**src/hw/rtl/cdd_pkg.sv**
```systemverilog
// Shared types, codes and constants of the cartridge disk DMA controller.
package cdd_pkg;

  localparam int SECTORS_PER_TRACK = 12;
  localparam int CYLINDERS         = 203;
  localparam int BLOCK_SHIFT       = 9;

  localparam logic [13:0] IMAGE_BLOCKS_RESET = 14'd4872;

  localparam logic [15:0] CS_GO   = 16'h0001;
  localparam logic [15:0] CS_IE   = 16'h0040;
  localparam logic [15:0] CS_DONE = 16'h0080;
  localparam logic [15:0] CS_HERR = 16'h4000;
  localparam logic [15:0] CS_ERR  = 16'h8000;
  localparam logic [15:0] ER_NXS  = 16'h0040;
  localparam logic [15:0] ER_NXC  = 16'h0080;
  localparam logic [15:0] ER_NXM  = 16'h0800;

  typedef enum logic [1:0] {
    REQ_READ     = 2'd0,
    REQ_WRITE    = 2'd1,
    REQ_COMPLETE = 2'd2
  } req_type_e;

  typedef enum logic [2:0] {
    REG_DRIVE_STATUS = 3'd0,
    REG_ERROR        = 3'd1,
    REG_CTRL_STATUS  = 3'd2,
    REG_WORD_COUNT   = 3'd3,
    REG_BUS_ADDR     = 3'd4,
    REG_DISK_ADDR    = 3'd5,
    REG_MAINT        = 3'd6,
    REG_DATA_BUF     = 3'd7
  } reg_index_e;

  typedef enum logic [2:0] {
    FN_CTRL_RESET  = 3'd0,
    FN_WRITE       = 3'd1,
    FN_READ        = 3'd2,
    FN_SEEK        = 3'd3,
    FN_READ_CHECK  = 3'd4,
    FN_WRITE_CHECK = 3'd5,
    FN_DRIVE_RESET = 3'd6,
    FN_WRITE_LOCK  = 3'd7
  } func_e;

  typedef logic [1:0]  req_type_t;
  typedef logic [2:0]  reg_index_t;
  typedef logic [15:0] word_t;
  typedef logic [13:0] image_blocks_t;
  typedef logic [21:0] disk_offset_t;
  typedef logic [16:0] byte_count_t;

  typedef struct packed {
    req_type_t  req_type;
    reg_index_t reg_index;
    word_t      write_data;
    logic       dma_ok;
  } cdd_req_t;

  typedef struct packed {
    word_t        read_data;
    logic         irq_level;
    logic         dma_start;
    logic         dma_to_memory;
    word_t        dma_bus_addr;
    disk_offset_t dma_disk_offset;
    byte_count_t  dma_byte_count;
  } cdd_rsp_t;

  typedef struct packed {
    disk_offset_t offset;
    byte_count_t  bytes;
    logic         sect_bad;
    logic         range_bad;
  } cdd_geom_t;

endpackage

```
**src/hw/rtl/cdd_if.sv**
```systemverilog
// Valid/ready channel interfaces for request and result beats.
interface cdd_req_if;
  logic                 valid;
  logic                 ready;
  cdd_pkg::req_type_t   req_type;
  cdd_pkg::reg_index_t  reg_index;
  cdd_pkg::word_t       write_data;
  logic                 dma_ok;

  modport source (output valid, output req_type, output reg_index, output write_data,
                  output dma_ok, input ready);
  modport sink (input valid, input req_type, input reg_index, input write_data,
                input dma_ok, output ready);
endinterface

interface cdd_rsp_if;
  logic                   valid;
  logic                   ready;
  cdd_pkg::word_t         read_data;
  logic                   irq_level;
  logic                   dma_start;
  logic                   dma_to_memory;
  cdd_pkg::word_t         dma_bus_addr;
  cdd_pkg::disk_offset_t  dma_disk_offset;
  cdd_pkg::byte_count_t   dma_byte_count;

  modport source (output valid, output read_data, output irq_level, output dma_start,
                  output dma_to_memory, output dma_bus_addr, output dma_disk_offset,
                  output dma_byte_count, input ready);
  modport sink (input valid, input read_data, input irq_level, input dma_start,
                input dma_to_memory, input dma_bus_addr, input dma_disk_offset,
                input dma_byte_count, output ready);
endinterface

```
**src/hw/rtl/cdd_geom.sv**
```systemverilog
// Disk address decode, byte count and image bound check.
module cdd_geom (
  input  cdd_pkg::word_t         disk_addr,
  input  cdd_pkg::word_t         word_count,
  input  cdd_pkg::image_blocks_t image_blocks,
  output cdd_pkg::cdd_geom_t     geom
);
  import cdd_pkg::*;

  logic [3:0]  sect;
  logic [8:0]  track;
  logic [7:0]  cyl;
  logic [12:0] blk;
  word_t       neg_wc;
  logic [22:0] xfer_end;
  logic [22:0] limit;

  assign sect   = disk_addr[3:0];
  assign track  = disk_addr[12:4];
  assign cyl    = disk_addr[12:5];
  assign neg_wc = 16'(~word_count + 16'd1);
  assign blk    = 13'(track * 13'(SECTORS_PER_TRACK)) + 13'(sect);

  assign geom.bytes     = {neg_wc, 1'b0};
  assign geom.offset    = {blk, {BLOCK_SHIFT{1'b0}}};
  assign limit          = {image_blocks, {BLOCK_SHIFT{1'b0}}};
  assign xfer_end       = {1'b0, geom.offset} + 23'(geom.bytes);
  assign geom.sect_bad  = {1'b0, sect} >= 5'(SECTORS_PER_TRACK);
  assign geom.range_bad = ({1'b0, cyl} >= 9'(CYLINDERS)) || (xfer_end > limit);

endmodule

```
**src/hw/rtl/cdd_regfile.sv**
```systemverilog
// Controller registers, command decode and per-beat result logic.
module cdd_regfile (
  input  logic                   clk,
  input  logic                   rst_n,
  input  logic                   cfg_we,
  input  cdd_pkg::image_blocks_t cfg_wdata,
  input  logic                   fire,
  input  cdd_pkg::cdd_req_t      req,
  output cdd_pkg::cdd_rsp_t      rsp
);
  import cdd_pkg::*;

  image_blocks_t image_blocks_r;
  word_t         cs_r, cs_nxt;
  word_t         err_r, err_nxt;
  word_t         wc_r, wc_nxt;
  word_t         ba_r, ba_nxt;
  word_t         da_r, da_nxt;
  logic          pend_r, pend_nxt;
  word_t         pstart_r, pstart_nxt;
  byte_count_t   pbytes_r, pbytes_nxt;
  word_t         cs_wr;
  word_t         err_done;
  func_e         func;
  cdd_geom_t     geom;

  function automatic word_t finish_cs(input word_t cs, input logic err_nz);
    finish_cs = (cs & ~(CS_GO | CS_HERR | CS_ERR)) | CS_DONE |
                (err_nz ? (CS_HERR | CS_ERR) : 16'h0000);
  endfunction

  cdd_geom u_geom (
    .disk_addr    (da_r),
    .word_count   (wc_r),
    .image_blocks (image_blocks_r),
    .geom         (geom)
  );

  assign cs_wr    = req.write_data & ~CS_DONE;
  assign func     = func_e'(cs_wr[3:1]);
  assign err_done = req.dma_ok ? err_r : ER_NXM;

  always_comb begin
    cs_nxt     = cs_r;
    err_nxt    = err_r;
    wc_nxt     = wc_r;
    ba_nxt     = ba_r;
    da_nxt     = da_r;
    pend_nxt   = pend_r;
    pstart_nxt = pstart_r;
    pbytes_nxt = pbytes_r;
    rsp        = '0;
    if (fire) begin
      unique case (req.req_type)
        REQ_READ: begin
          unique case (reg_index_e'(req.reg_index))
            REG_ERROR:       rsp.read_data = err_r;
            REG_CTRL_STATUS: rsp.read_data = cs_r | ((err_r != 16'h0000) ? CS_ERR : 16'h0000);
            REG_WORD_COUNT:  rsp.read_data = wc_r;
            REG_BUS_ADDR:    rsp.read_data = ba_r;
            REG_DISK_ADDR:   rsp.read_data = da_r;
            default:         rsp.read_data = 16'h0000;
          endcase
        end
        REQ_WRITE: begin
          unique case (reg_index_e'(req.reg_index))
            REG_CTRL_STATUS: begin
              cs_nxt = cs_wr;
              if ((req.write_data & CS_GO) != 16'h0000) begin
                err_nxt  = 16'h0000;
                pend_nxt = 1'b0;
                if (func == FN_WRITE || func == FN_READ) begin
                  if (!geom.sect_bad && !geom.range_bad) begin
                    pend_nxt              = 1'b1;
                    pstart_nxt            = ba_r;
                    pbytes_nxt            = geom.bytes;
                    rsp.dma_start         = 1'b1;
                    rsp.dma_to_memory     = (func == FN_READ);
                    rsp.dma_bus_addr      = ba_r;
                    rsp.dma_disk_offset   = geom.offset;
                    rsp.dma_byte_count    = geom.bytes;
                  end else begin
                    err_nxt = geom.sect_bad ? ER_NXS : ER_NXC;
                    ba_nxt  = ba_r + geom.bytes[15:0];
                    wc_nxt  = 16'h0000;
                    cs_nxt  = finish_cs(cs_wr, 1'b1);
                  end
                end else begin
                  if (func == FN_CTRL_RESET) begin
                    da_nxt = 16'h0000;
                    ba_nxt = 16'h0000;
                  end
                  cs_nxt = finish_cs(cs_wr, 1'b0);
                end
              end
            end
            REG_WORD_COUNT: wc_nxt = req.write_data;
            REG_BUS_ADDR:   ba_nxt = req.write_data;
            REG_DISK_ADDR:  da_nxt = req.write_data;
            default: ;
          endcase
        end
        REQ_COMPLETE: begin
          if (pend_r) begin
            err_nxt  = err_done;
            ba_nxt   = pstart_r + pbytes_r[15:0];
            wc_nxt   = 16'h0000;
            pend_nxt = 1'b0;
            cs_nxt   = finish_cs(cs_r, err_done != 16'h0000);
          end
        end
        default: ;
      endcase
    end
    rsp.irq_level = ((cs_nxt & CS_DONE) != 16'h0000) && ((cs_nxt & CS_IE) != 16'h0000);
  end

  always_ff @(posedge clk) begin
    if (!rst_n) begin
      image_blocks_r <= IMAGE_BLOCKS_RESET;
      cs_r           <= CS_DONE;
      err_r          <= 16'h0000;
      wc_r           <= 16'h0000;
      ba_r           <= 16'h0000;
      da_r           <= 16'h0000;
      pend_r         <= 1'b0;
      pstart_r       <= 16'h0000;
      pbytes_r       <= '0;
    end else begin
      if (cfg_we) begin
        image_blocks_r <= cfg_wdata;
      end
      cs_r     <= cs_nxt;
      err_r    <= err_nxt;
      wc_r     <= wc_nxt;
      ba_r     <= ba_nxt;
      da_r     <= da_nxt;
      pend_r   <= pend_nxt;
      pstart_r <= pstart_nxt;
      pbytes_r <= pbytes_nxt;
    end
  end

endmodule

```
**src/hw/rtl/cartridge_disk_dma_controller_core.sv**
```systemverilog
// Top level of the cartridge disk DMA controller register front end.
//
// in_ch carries one bus beat: a register read, a register write or a DMA
// completion. out_ch returns exactly one result beat per request beat, in
// order: read data, interrupt level and, when a read or write command passes
// its checks, the DMA command (start, direction, bus address, disk offset,
// byte count).
// cfg_we/cfg_wdata load the image size in 512-byte blocks; write it only
// while no request is in flight.
// After acceptance a request passes the input register, then the decode and
// register update, then the result register, which presents it on out_ch;
// a stall at the receiver can hold it there.
// Throughput is one beat per cycle while out_ch is ready; the register
// update is a single pass of decode, one constant multiply, adds, compares.
// Synchronous reset (rst_n low) empties both stages, sets control/status to
// done, clears the other registers and loads an image size of 4872 blocks.
// When the receiver stalls, the result register holds its beat and the input
// register keeps the next one; in_ch.ready drops only when both are full.
module cartridge_disk_dma_controller_core (
  input  logic                   clk,
  input  logic                   rst_n,
  cdd_req_if.sink                in_ch,
  cdd_rsp_if.source              out_ch,
  input  logic                   cfg_we,
  input  cdd_pkg::image_blocks_t cfg_wdata
);
  import cdd_pkg::*;

  logic     in_valid_r;
  cdd_req_t in_req_r;
  logic     out_valid_r;
  cdd_rsp_t out_rsp_r;
  cdd_rsp_t rsp;
  logic     out_free;
  logic     fire;

  assign out_free    = !out_valid_r || out_ch.ready;
  assign fire        = in_valid_r && out_free;
  assign in_ch.ready = !in_valid_r || fire;

  always_ff @(posedge clk) begin
    if (!rst_n) begin
      in_valid_r <= 1'b0;
    end else if (in_ch.ready) begin
      in_valid_r <= in_ch.valid;
    end
  end

  always_ff @(posedge clk) begin
    if (in_ch.ready && in_ch.valid) begin
      in_req_r.req_type   <= in_ch.req_type;
      in_req_r.reg_index  <= in_ch.reg_index;
      in_req_r.write_data <= in_ch.write_data;
      in_req_r.dma_ok     <= in_ch.dma_ok;
    end
  end

  cdd_regfile u_regfile (
    .clk       (clk),
    .rst_n     (rst_n),
    .cfg_we    (cfg_we),
    .cfg_wdata (cfg_wdata),
    .fire      (fire),
    .req       (in_req_r),
    .rsp       (rsp)
  );

  always_ff @(posedge clk) begin
    if (!rst_n) begin
      out_valid_r <= 1'b0;
    end else if (out_free) begin
      out_valid_r <= fire;
    end
  end

  always_ff @(posedge clk) begin
    if (fire) begin
      out_rsp_r <= rsp;
    end
  end

  assign out_ch.valid           = out_valid_r;
  assign out_ch.read_data       = out_rsp_r.read_data;
  assign out_ch.irq_level       = out_rsp_r.irq_level;
  assign out_ch.dma_start       = out_rsp_r.dma_start;
  assign out_ch.dma_to_memory   = out_rsp_r.dma_to_memory;
  assign out_ch.dma_bus_addr    = out_rsp_r.dma_bus_addr;
  assign out_ch.dma_disk_offset = out_rsp_r.dma_disk_offset;
  assign out_ch.dma_byte_count  = out_rsp_r.dma_byte_count;

endmodule
```
**src/flat_wrapper.sv**
```systemverilog
// flat-port wrapper written by rule: the top's interface ports become plain ports
module cartridge_disk_dma_controller_core_flat import cdd_pkg::*;
  (clk, rst_n, cfg_we, cfg_wdata, in_ch_valid, in_ch_req_type, in_ch_reg_index, in_ch_write_data, in_ch_dma_ok, in_ch_ready, out_ch_valid, out_ch_read_data, out_ch_irq_level, out_ch_dma_start, out_ch_dma_to_memory, out_ch_dma_bus_addr, out_ch_dma_disk_offset, out_ch_dma_byte_count, out_ch_ready);
  cdd_req_if in_ch_i ();
  cdd_rsp_if out_ch_i ();
  input  logic clk;
  input  logic rst_n;
  input  logic cfg_we;
  input  cdd_pkg::image_blocks_t cfg_wdata;
  input wire logic [$bits(in_ch_i.valid)-1:0] in_ch_valid;
  input wire logic [$bits(in_ch_i.req_type)-1:0] in_ch_req_type;
  input wire logic [$bits(in_ch_i.reg_index)-1:0] in_ch_reg_index;
  input wire logic [$bits(in_ch_i.write_data)-1:0] in_ch_write_data;
  input wire logic [$bits(in_ch_i.dma_ok)-1:0] in_ch_dma_ok;
  output wire logic [$bits(in_ch_i.ready)-1:0] in_ch_ready;
  output wire logic [$bits(out_ch_i.valid)-1:0] out_ch_valid;
  output wire logic [$bits(out_ch_i.read_data)-1:0] out_ch_read_data;
  output wire logic [$bits(out_ch_i.irq_level)-1:0] out_ch_irq_level;
  output wire logic [$bits(out_ch_i.dma_start)-1:0] out_ch_dma_start;
  output wire logic [$bits(out_ch_i.dma_to_memory)-1:0] out_ch_dma_to_memory;
  output wire logic [$bits(out_ch_i.dma_bus_addr)-1:0] out_ch_dma_bus_addr;
  output wire logic [$bits(out_ch_i.dma_disk_offset)-1:0] out_ch_dma_disk_offset;
  output wire logic [$bits(out_ch_i.dma_byte_count)-1:0] out_ch_dma_byte_count;
  input wire logic [$bits(out_ch_i.ready)-1:0] out_ch_ready;
  assign in_ch_i.valid = in_ch_valid;
  assign in_ch_i.req_type = in_ch_req_type;
  assign in_ch_i.reg_index = in_ch_reg_index;
  assign in_ch_i.write_data = in_ch_write_data;
  assign in_ch_i.dma_ok = in_ch_dma_ok;
  assign in_ch_ready = in_ch_i.ready;
  assign out_ch_valid = out_ch_i.valid;
  assign out_ch_read_data = out_ch_i.read_data;
  assign out_ch_irq_level = out_ch_i.irq_level;
  assign out_ch_dma_start = out_ch_i.dma_start;
  assign out_ch_dma_to_memory = out_ch_i.dma_to_memory;
  assign out_ch_dma_bus_addr = out_ch_i.dma_bus_addr;
  assign out_ch_dma_disk_offset = out_ch_i.dma_disk_offset;
  assign out_ch_dma_byte_count = out_ch_i.dma_byte_count;
  assign out_ch_i.ready = out_ch_ready;
  cartridge_disk_dma_controller_core u_core (.clk(clk), .rst_n(rst_n), .in_ch(in_ch_i), .out_ch(out_ch_i), .cfg_we(cfg_we), .cfg_wdata(cfg_wdata));
endmodule
```
**config.mk**
```make
export PLATFORM = sky130hd
export DESIGN_NAME = cartridge_disk_dma_controller_core_flat
export DESIGN_NICKNAME = d
export VERILOG_FILES = /design/src/hw/rtl/cdd_pkg.sv /design/src/hw/rtl/cdd_if.sv /design/src/hw/rtl/cdd_geom.sv /design/src/hw/rtl/cdd_regfile.sv /design/src/hw/rtl/cartridge_disk_dma_controller_core.sv /design/src/flat_wrapper.sv
export SDC_FILE = /design/constraint.sdc
export NUM_CORES = 1
export LEC_CHECK = 0
export BUFFER_PORTS_ARGS = -buffer_cell sky130_fd_sc_hd__buf_4
export CAP_MARGIN = 20
export CORE_MARGIN = 1
export CORE_UTILIZATION = 60
export CTS_BUF_LIST = sky130_fd_sc_hd__clkbuf_16
export DETAILED_ROUTE_END_ITERATION = 10
export HOLD_SLACK_MARGIN = 0.06
export PLACE_DENSITY = 0.82
export SLEW_MARGIN = 10
export SYNTH_ARGS = -nofsm -noshare
export SYNTH_HDL_FRONTEND = slang
export SYNTH_SLANG_ARGS = --single-unit
```
**constraint.sdc**
```tcl
create_clock -name clk -period 9.7 [get_ports clk]
set_clock_uncertainty 0.15 [all_clocks]
set_input_delay 0.97 -clock clk [delete_from_list [all_inputs] [get_ports clk]]
set_output_delay 0.97 -clock clk [all_outputs]
set_load 0.02 [all_outputs]
```
==> results.yml, run 1 <==
clocking:
  cts_buffers: 23
  cts_root_buf: "clkbuf_16"
  cts_tree: "built"
  cts_resized: 0
  clock_sinks: 214
  htreeDepth: 1
  cts_setup_buffers: 0
  clkLatencyLatePin_ns: 0.51
  cts_hold_buffers: 0
  clockBufferDepth: 3
  path_clk_slew_ns: 0.06
placement:
  place.gp.congestion: 0.976
  dp_hpwl_um: 22800
  dp_cells: 1553
  port_buffers: 106
  place_area_um2: 12700
synthesis:
  yosys-top-cells-area: "edfxtp_1 (22%), dfxtp_1 (22%), ha_1 (7.3%)"
  synth_top_area_share_pct: 21.8
  syn_avg_cell_area_um2: 9.54
  postSynthCellCount: 1241
  ys_seq_area_share_pct: 43.4
  synth_area_um2: 11800
  ys_types: 82
  yosys_most_used_dff: "dfxtp_1"
  synth_edf_count: 86
  synth.cells.most_frequent: "dfxtp_1 (128), nand2_1 (96), edfxtp_1 (86)"
  async_reset_ff_share_pct: 0
  ys_warn_count: 0
  synth_top_cell_by_area: "edfxtp_1"
  ys_seq_elements: 214
  synth.most_common_cell: "dfxtp_1"
drt:
  drc: 0
  dr_total_vias: 9733
  antenna_left: 0
  routed_wl_um: 31700
  dr.pass1.iters: 6
  drtIter0Drc: 1096
  avgRoutedWirePerCell_um: 19.8
  viasPerCell: 6.09
job:
  drv_cap: 0
floorplanning:
  fp.dieW_um: 142
  coreArea_um2: 19400
  start_util_pct: 61.0
  die_area_um2: 20300
  io_pins: 117
  die_h_um: 142
  rows: 51
sta:
  max_freq_mhz: 137
  fin_crit_sh_pct: 75.0
  finalMaxSlewViolations: 0
  finalSetupViolCount: 0
  finalHoldViolCount: 0
  layout_min_cycle_time_ns: 7.28
  worst_slew_pin_slew_ns: 1.05
  max_slew_margin_pct: 30.1
  rsz0062_at_grt: "false"
  fin_setup_tns_ns: 0
grt:
  antenna_found_initial: 0
  grt_max_degree: 111
  grt_pass1_wl_um: 48600
  grt-ovfl-total: 0
  grt_pass1_vias: 8923
  grtUsageTotal_pct: 31.1
critical_path:
  start_kind: "register"
  cp-end-kind: "register"
  reg2reg_from: "u_core.u_regfile.wc_r[0]$_SDFFE_PN0P_"
  timing_worst_setup_path_type: "register to register"
  crit_fanout: 37
  slowest_delay_ns: 0.65
  r2r_setup_slack_ns: 2.42
  startpoint: "u_core.u_regfile.wc_r[0]$_SDFFE_PN0P_"
  crit_required_ns: 9.99
  critPathTopFamily: "simple AND/OR/NAND/NOR gates"
  cp_slowest_cell: "and2_2"
  crit_arrival_ns: 7.57
  cp_num_buf_inv: 4
run_status:
  status: "finished, final reports clean"
finish:
  nets: 1431
  syn_to_final_growth_pct: 13.4
  fin_area_um2: 13400
  drive_gt1_share_pct: 12.9
  num_antenna_cells: 0
  fin_cells: 1597
power_and_ir_drop:
  leakagePower_nw: 5.42
  cellPowerDensity_nw_per_um2: 146
  p_total_mw: 1.96
  vdd.ir_drop.worst_uv: 150
worst_hold_path:
  min_from: "u_core.u_regfile.pstart_r[0]$_SDFFE_PN0P_"
  hold_path_class: "register to register"
==> path summary, 6_finish.rpt <==
path,to,cells past startpoint
max,u_core.u_regfile.pbytes_r[6]$_SDFFE_PN0P_,28
min,u_core.u_regfile.pstart_r[0]$_SDFFE_PN0P_,2
max reg2reg,u_core.u_regfile.pbytes_r[6]$_SDFFE_PN0P_,28
min reg2reg,u_core.u_regfile.pstart_r[0]$_SDFFE_PN0P_,2
==> report_power, final <==
| group | total (mW) | switching (mW) | internal (mW) |
|---|---|---|---|
| Combinational | 0.179 | 0.111 | 0.0683 |
| Clock | 0.803 | 0.349 | 0.454 |
| Sequential | 0.981 | 0.0230 | 0.958 |
| Total | 1.96 | 0.483 | 1.48 |
==> stage by stage <==
step	setup slack [ns]	hold WS (ns)	util, %
global placement	2.75	0.285	65.4
floorplan	4.13	0.279	-
finish	2.42	0.304	69.2
detailed placement	2.40	0.295	65.4
global route	1.93	0.321	69.2
CTS	2.35	0.305	68.9
==> layout by cell type (no fill, tap or decap), types with 12 or more instances in the layout <==
cell	synthesis	layout
a211oi_1	14	14
a21o_1	12	12
a21oi_1	74	74
a22o_1	19	19
a22oi_1	41	41
and2_1	43	42
and3_1	20	20
buf_4	13	117
clkbuf_16	0	23
dfxtp_1	128	128
edfxtp_1	86	86
ha_1	69	69
inv_1	55	62
mux2i_1	34	34
nand2_1	96	96
nand3_1	51	51
nor2_1	68	68
nor2b_1	52	51
nor3_1	15	15
nor4_1	14	14
o21a_1	13	13
o21ai_0	36	36
o21ai_1	29	29
xnor2_1	36	36
xor2_1	17	17
==> registers in the layout, indices dropped and copies added (netlist names), 13 cells and up <==
| name | cells |
|---|---|
| u_core.out_ch.dma_bus_addr | 16 |
| u_core.u_regfile.cs_r | 16 |
| u_core.u_regfile.pstart_r | 16 |
| u_core.u_regfile.pbytes_r | 15 |
| u_core.out_ch.dma_disk_offset | 13 |
| u_core.out_ch.dma_byte_count | 16 |
| u_core.out_ch.read_data | 16 |
| u_core.u_regfile.ba_r | 16 |
| u_core.u_regfile.err_r | 16 |
| u_core.u_regfile.image_blocks_r | 14 |
| u_core.u_regfile.da_r | 16 |
| u_core.in_req_r | 22 |
| u_core.u_regfile.wc_r | 16 |
==> worst reg2reg max path, delay by kind of cell, from the launching register on <==
kind	cells	cell delay (ns)
buffers and inverters	4	0.89
flip-flops	1	0.40
XOR/XNOR	2	0.51
adder cells (fa/ha/maj)	4	1.19
AO/OA/AOI/OAI	5	0.92
AND/OR/NAND/NOR	13	3.13
==> cell families (layout without fill, tap and decap cells) <==
kind of cell | Yosys count | in the layout | share of synthesized area, %
buffers and inverters | 134 | 216 | 5.08
muxes | 35 | 35 | 2.97
other | 1 | 10 | 0.0317
and+or+nand+nor | 412 | 412 | 18.3
DFF | 214 | 214 | 43.4
adders and majority gates | 74 | 74 | 8.14
xor gates and xnor gates | 54 | 54 | 4.11
AOI/OAI and AO/OA | 317 | 317 | 17.9
==> cell type report <==
type                       count  area [um2]
fill                        1567        5970
timing repair buffer         119         921
clock inverter                18         104
sequential                   214        5140
inverter                      56         210
tap                          265         332
multi-input combinational    902        6140
clock buffer                  23         576
==> layer usage <==
metal / vias to the layer above / routed length [um] / track usage, %
li1: 4630 / - / -
met3: 72 / 3160 / 6.26
met5: - / 0 / 0
met2: 478 / 14100 / 48.0
met1: 4553 / 13400 / 43.0
met4: 0 / 1050 / 11.8
(Power assumes the default switching activity.)
==> run 2: changes to the inputs <==
Settings changed: CORE_UTILIZATION 60 to 54, PLACE_DENSITY 0.82 to 0.78.
Clock period 9.7 ns to 6.4 ns, I/O delays scaled along.
==> results.yml, run 2 (synthesis results as in run 1) <==
finish:
  fin_cells: 1620
  drive_gt1_share_pct: 14.4
  nets: 1442
  largest_register_ffs: 22
  layout_commonest_cell: "dfxtp_1"
  layout_common_cells: "dfxtp_1 (128), buf_4 (126), nand2_1 (96), edfxtp_1 (86), a21oi_1 (74)"
  fin_area_um2: 13700
  num_antenna_cells: 0
  syn_to_final_growth_pct: 15.8
  top_register: "u_core.in_req_r"
sta:
  max_freq_mhz: 167
  worst_slew_pin_slew_ns: 1.02
  fin_setup_tns_ns: 0
  layout_min_cycle_time_ns: 6.01
  finalMaxSlewViolations: 0
  finalHoldViolCount: 0
  fin_crit_sh_pct: 93.8
  rsz0062_at_grt: "false"
  max_slew_margin_pct: 31.8
  finalSetupViolCount: 0
floorplanning:
  die_area_um2: 22500
  die_h_um: 150
  start_util_pct: 55.6
  fp.dieW_um: 150
  rows: 53
  coreArea_um2: 21300
  io_pins: 117
drt:
  antenna_left: 0
  dr_total_vias: 9845
  drc: 0
  viasPerCell: 6.08
  avgRoutedWirePerCell_um: 20.2
  routed_wl_um: 32800
  drtIter0Drc: 979
  dr.pass1.iters: 6
critical_path:
  start_kind: "register"
  crit_required_ns: 6.69
  cpMostUsedCell: "nand3_1"
  timing_worst_setup_path_type: "register to register"
  crit_arrival_ns: 6.30
  crit_fanout: 62
  cp-end-kind: "register"
  slowest_delay_ns: 0.41
  cp_slowest_cell: "dfxtp_1"
clocking:
  cts_root_buf: "clkbuf_16"
  clkLatencyLatePin_ns: 0.53
  path_clk_slew_ns: 0.06
  cts_buffers: 24
  htreeDepth: 1
  cts_tree: "built"
  clockBufferDepth: 3
  clock_sinks: 214
grt:
  grt-ovfl-total: 0
  grt_pass1_wl_um: 50400
  grtUsageTotal_pct: 29.0
  grt_max_degree: 76
  antenna_found_initial: 0
  grt_pass1_vias: 9184
worst_hold_path:
  hold_path_class: "input port to register"
power_and_ir_drop:
  vdd.ir_drop.worst_uv: 195
  p_total_mw: 3.23
  leakagePower_nw: 5.54
  cellPowerDensity_nw_per_um2: 236
placement:
  dp_cells: 1574
  place_area_um2: 12800
  port_buffers: 106
  dp_hpwl_um: 23600
  place.gp.congestion: 0.954
run_status:
  status: "finished, final reports clean"
job:
  drv_cap: 0
-- run 2: changes by cell type in the layout (fill, tap and decap cells not counted), sizes merged --
cell	previous run	this run
buf	119	129
bufinv	1	5
clkbuf	23	25
clkinv	9	10
inv	63	59
-- run 2: power breakdown --
| part | leakage, nW | switching, mW | internal, mW |
|---|---|---|---|
| clock | 0.419 | 0.559 | 0.907 |
| sequential | 1.86 | 0.0347 | 1.45 |
| combinational | 3.26 | 0.171 | 0.107 |
-- run 2: per-layer routing --
| layer | up-vias | track usage [%] | share of wire [%] |
|---|---|---|---|
| met2 | 473 | 47.8 | 46 |
| li1 | 4647 | - | - |
| met3 | 108 | 4.55 | 7.7 |
| met1 | 4617 | 38.7 | 42 |
| met4 | 0 | 9.85 | 4.0 |
| met5 | - | 0 | 0 |
-- run 2: layout make-up --
type / instances / area, um2
clock inverter: 19 / 216
inverter: 56 / 210
multi-input combinational: 902 / 6170
fill: 1735 / 7570
clock buffer: 25 / 626
timing repair buffer: 129 / 1000
sequential: 214 / 5140
tap: 275 / 344
-- run 2: path summary, 6_finish.rpt --
kind	start	to	slack, ns	depth (start not counted)
max	u_core.u_regfile.wc_r[0]$_SDFFE_PN0P_	u_core.u_regfile.pbytes_r[2]$_SDFFE_PN0P_	0.39	27
min	in_ch_reg_index[1]	u_core.in_req_r[18]$_DFFE_PP_	0.14	1
max reg2reg	u_core.u_regfile.wc_r[0]$_SDFFE_PN0P_	u_core.u_regfile.pbytes_r[2]$_SDFFE_PN0P_	0.39	27
min reg2reg	u_core.u_regfile.pstart_r[0]$_SDFFE_PN0P_	u_core.u_regfile.pstart_r[0]$_SDFFE_PN0P_	0.30	2
-- run 2: critical path, delay by kind of cell, from the launching register on --
family | cells | cell delay (ns)
AND/OR/NAND/NOR | 13 | 2.21
buffers and inverters | 3 | 0.42
adder cells (fa/ha/maj) | 2 | 0.62
flip-flops | 1 | 0.41
AO/OA/AOI/OAI | 8 | 1.84
XOR/XNOR | 1 | 0.22
-- run 2: timing repair --
action	4_1_cts	5_1_grt
endpoints found under the setup margin	0	95
gates resized for setup	0	6
hold endpoints to repair	0	0
hold buffers	0	0
buffers inserted	0	1
-- run 2: metrics by stage --
stage | utilization (%) | worst slack, ns | hold slack (ns)
final | 64.4 | 0.394 | 0.138
after global routing | 64.4 | 0.000415 | 0.127
after detailed placement | 60.2 | 0.264 | 0.298
after global placement | 60.2 | 0.434 | 0.287
after CTS | 64.1 | 0.162 | 0.129
after floorplan | - | 0.830 | 0.279
==> run 3: changes to the inputs <==
Settings changed: PLACE_DENSITY 0.78 to 0.77, SETUP_SLACK_MARGIN set to 0.4.
==> results.yml, run 3 (synthesis results as in run 1) <==
floorplanning:
  io_pins: 117
  die_area_um2: 22500
  die_h_um: 150
  fp.dieW_um: 150
  start_util_pct: 55.6
  coreArea_um2: 21300
  rows: 53
placement:
  dp_cells: 1571
  place_area_um2: 12800
  place.gp.congestion: 0.960
  dp_hpwl_um: 23000
  port_buffers: 106
finish:
  layout_commonest_cell: "buf_4"
  syn_to_final_growth_pct: 15.9
  seq_area_um2: 5150
  nets: 1447
  fin_area_um2: 13700
  drive_gt1_share_pct: 15.4
  num_antenna_cells: 0
  nFillCells: 1749
  layout_common_cells: "buf_4 (129), dfxtp_1 (127), nand2_1 (96), edfxtp_1 (86), a21oi_1 (73)"
  fin_cells: 1623
  largest_register_ffs: 22
  top_register: "u_core.in_req_r"
  multi_input_area_um2: 6220
clocking:
  cts_root_buf: "clkbuf_16"
  cts_tree: "built"
  clock_sinks: 214
  clkLatencyLatePin_ns: 0.52
  cts_buffers: 23
  clockBufferDepth: 3
  htreeDepth: 1
  cts_hold_buffers: 0
  path_clk_slew_ns: 0.06
critical_path:
  crit_required_ns: 6.65
  timing_worst_setup_path_type: "register to register"
  start_kind: "register"
  cp-end-kind: "register"
  crit_arrival_ns: 5.99
  crit_fanout: 16
worst_hold_path:
  hold_path_class: "input port to register"
grt:
  grt_pass1_vias: 9143
  grt-ovfl-total: 0
  grtUsageTotal_pct: 28.0
  grt_pass1_wl_um: 48500
  grt_max_degree: 98
  antenna_found_initial: 0
power_and_ir_drop:
  pwr-share-clk_pct: 42.1
  p_total_mw: 3.05
  sw_frac_of_total_pct: 24.7
  p_sw_mw: 0.753
  leakagePower_nw: 5.55
  comb_power_share_pct: 9.2
  internal_power_mw: 2.29
  cellPowerDensity_nw_per_um2: 222
  pwr-share-seq_pct: 48.7
  vdd.ir_drop.worst_uv: 213
drt:
  viasPerCell: 6.08
  drtIter0Drc: 904
  dr.pass1.iters: 9
  avgRoutedWirePerCell_um: 19.9
  drc: 0
  antenna_left: 0
  routed_wl_um: 32300
  dr_total_vias: 9861
sta:
  rsz0062_at_grt: "false"
  max_slew_margin_pct: 32.0
  fin_crit_sh_pct: 89.6
  finalHoldViolCount: 0
  layout_min_cycle_time_ns: 5.73
  max_freq_mhz: 174
  worst_slew_pin_slew_ns: 1.01
  fin_setup_tns_ns: 0
  finalSetupViolCount: 0
  finalMaxSlewViolations: 0
run_status:
  status: "finished, final reports clean"
job:
  drv_cap: 0
run 3: cell types whose count changed in the layout (fill, tap and decap cells not counted), sizes merged:
cell / previous run / this run
buf: 129 / 133
bufinv: 5 / 2
clkinv: 10 / 11
clkinvlp: 1 / 2
run 3: stage by stage:
step,hold slack [ns],setup slack [ns],utilization [%]
floorplan,0.279,0.830,-
global placement,0.288,0.459,60.1
detailed placement,0.298,0.233,60.1
CTS,0.137,0.435,63.6
global route,0.135,0.352,64.5
finish,0.148,0.667,64.5
run 3: worst paths after layout:
kind                            slack, ns  depth (start not counted)                                   endpoint                                 startpoint
worst min register to register       0.31                          2  u_core.u_regfile.pbytes_r[4]$_SDFFE_PN0P_  u_core.u_regfile.pbytes_r[4]$_SDFFE_PN0P_
worst max register to register       0.67                         25      u_core.u_regfile.wc_r[8]$_SDFFE_PN0P_      u_core.u_regfile.wc_r[4]$_SDFFE_PN0P_
worst max-delay path                 0.67                         25      u_core.u_regfile.wc_r[8]$_SDFFE_PN0P_      u_core.u_regfile.wc_r[4]$_SDFFE_PN0P_
worst min-delay path                 0.15                          1              u_core.in_req_r[21]$_DFFE_PP_                          in_ch_req_type[1]
run 3: cell type report:
| type | count | area share, % |
|---|---|---|
| clock buffers | 23 | 4.19 |
| clock inverters | 18 | 1.03 |
| inverters | 56 | 1.53 |
| multi-input cells | 902 | 45.3 |
| flip-flops and latches | 214 | 37.5 |
| well taps | 275 | 2.51 |
| repair buffers | 135 | 7.90 |
run 3: critical path, cell delays in order, from the launching register on:
cell	delay (ns)
dfxtp_1	0.41
nor2_1	0.23
nand3_1	0.13
or2_2	0.34
nor2_2	0.13
xor2_2	0.16
inv_1	0.11
ha_1	0.31
a21o_1	0.20
a21oi_2	0.17
nor2b_1	0.07
o21a_1	0.18
o21a_1	0.18
o31a_1	0.27
o211ai_1	0.26
nor3b_1	0.10
ha_1	0.31
nand3_1	0.15
nor3_2	0.18
o311a_1	0.19
o32a_1	0.29
o31ai_2	0.14
o311ai_1	0.45
a21boi_4	0.10
buf_12	0.17
a22o_1	0.23
run 3: timing repair:
action	4_1_cts	5_1_grt
pin swaps	1	4
setup endpoints to repair	46	115
buffers inserted	1	6
resized for setup	3	13
cloned	0	2
run 3: power by group through the flow:
stage               registers, mW  clock network, mW  logic, mW
detailed placement           1.51                  0      0.269
finish                       1.48               1.28      0.280
floorplan                    1.52                  0      0.165
global placement             1.51                  0      0.265
CTS                          1.48               1.30      0.273
global route                 1.49               1.36      0.300
run 3: routing by layer:
metal | GRT usage [%] | wire, um
met5 | 0 | 0
met1 | 36.7 | 13300
met2 | 45.0 | 14800
met4 | 12.1 | 1450
met3 | 5.27 | 2740
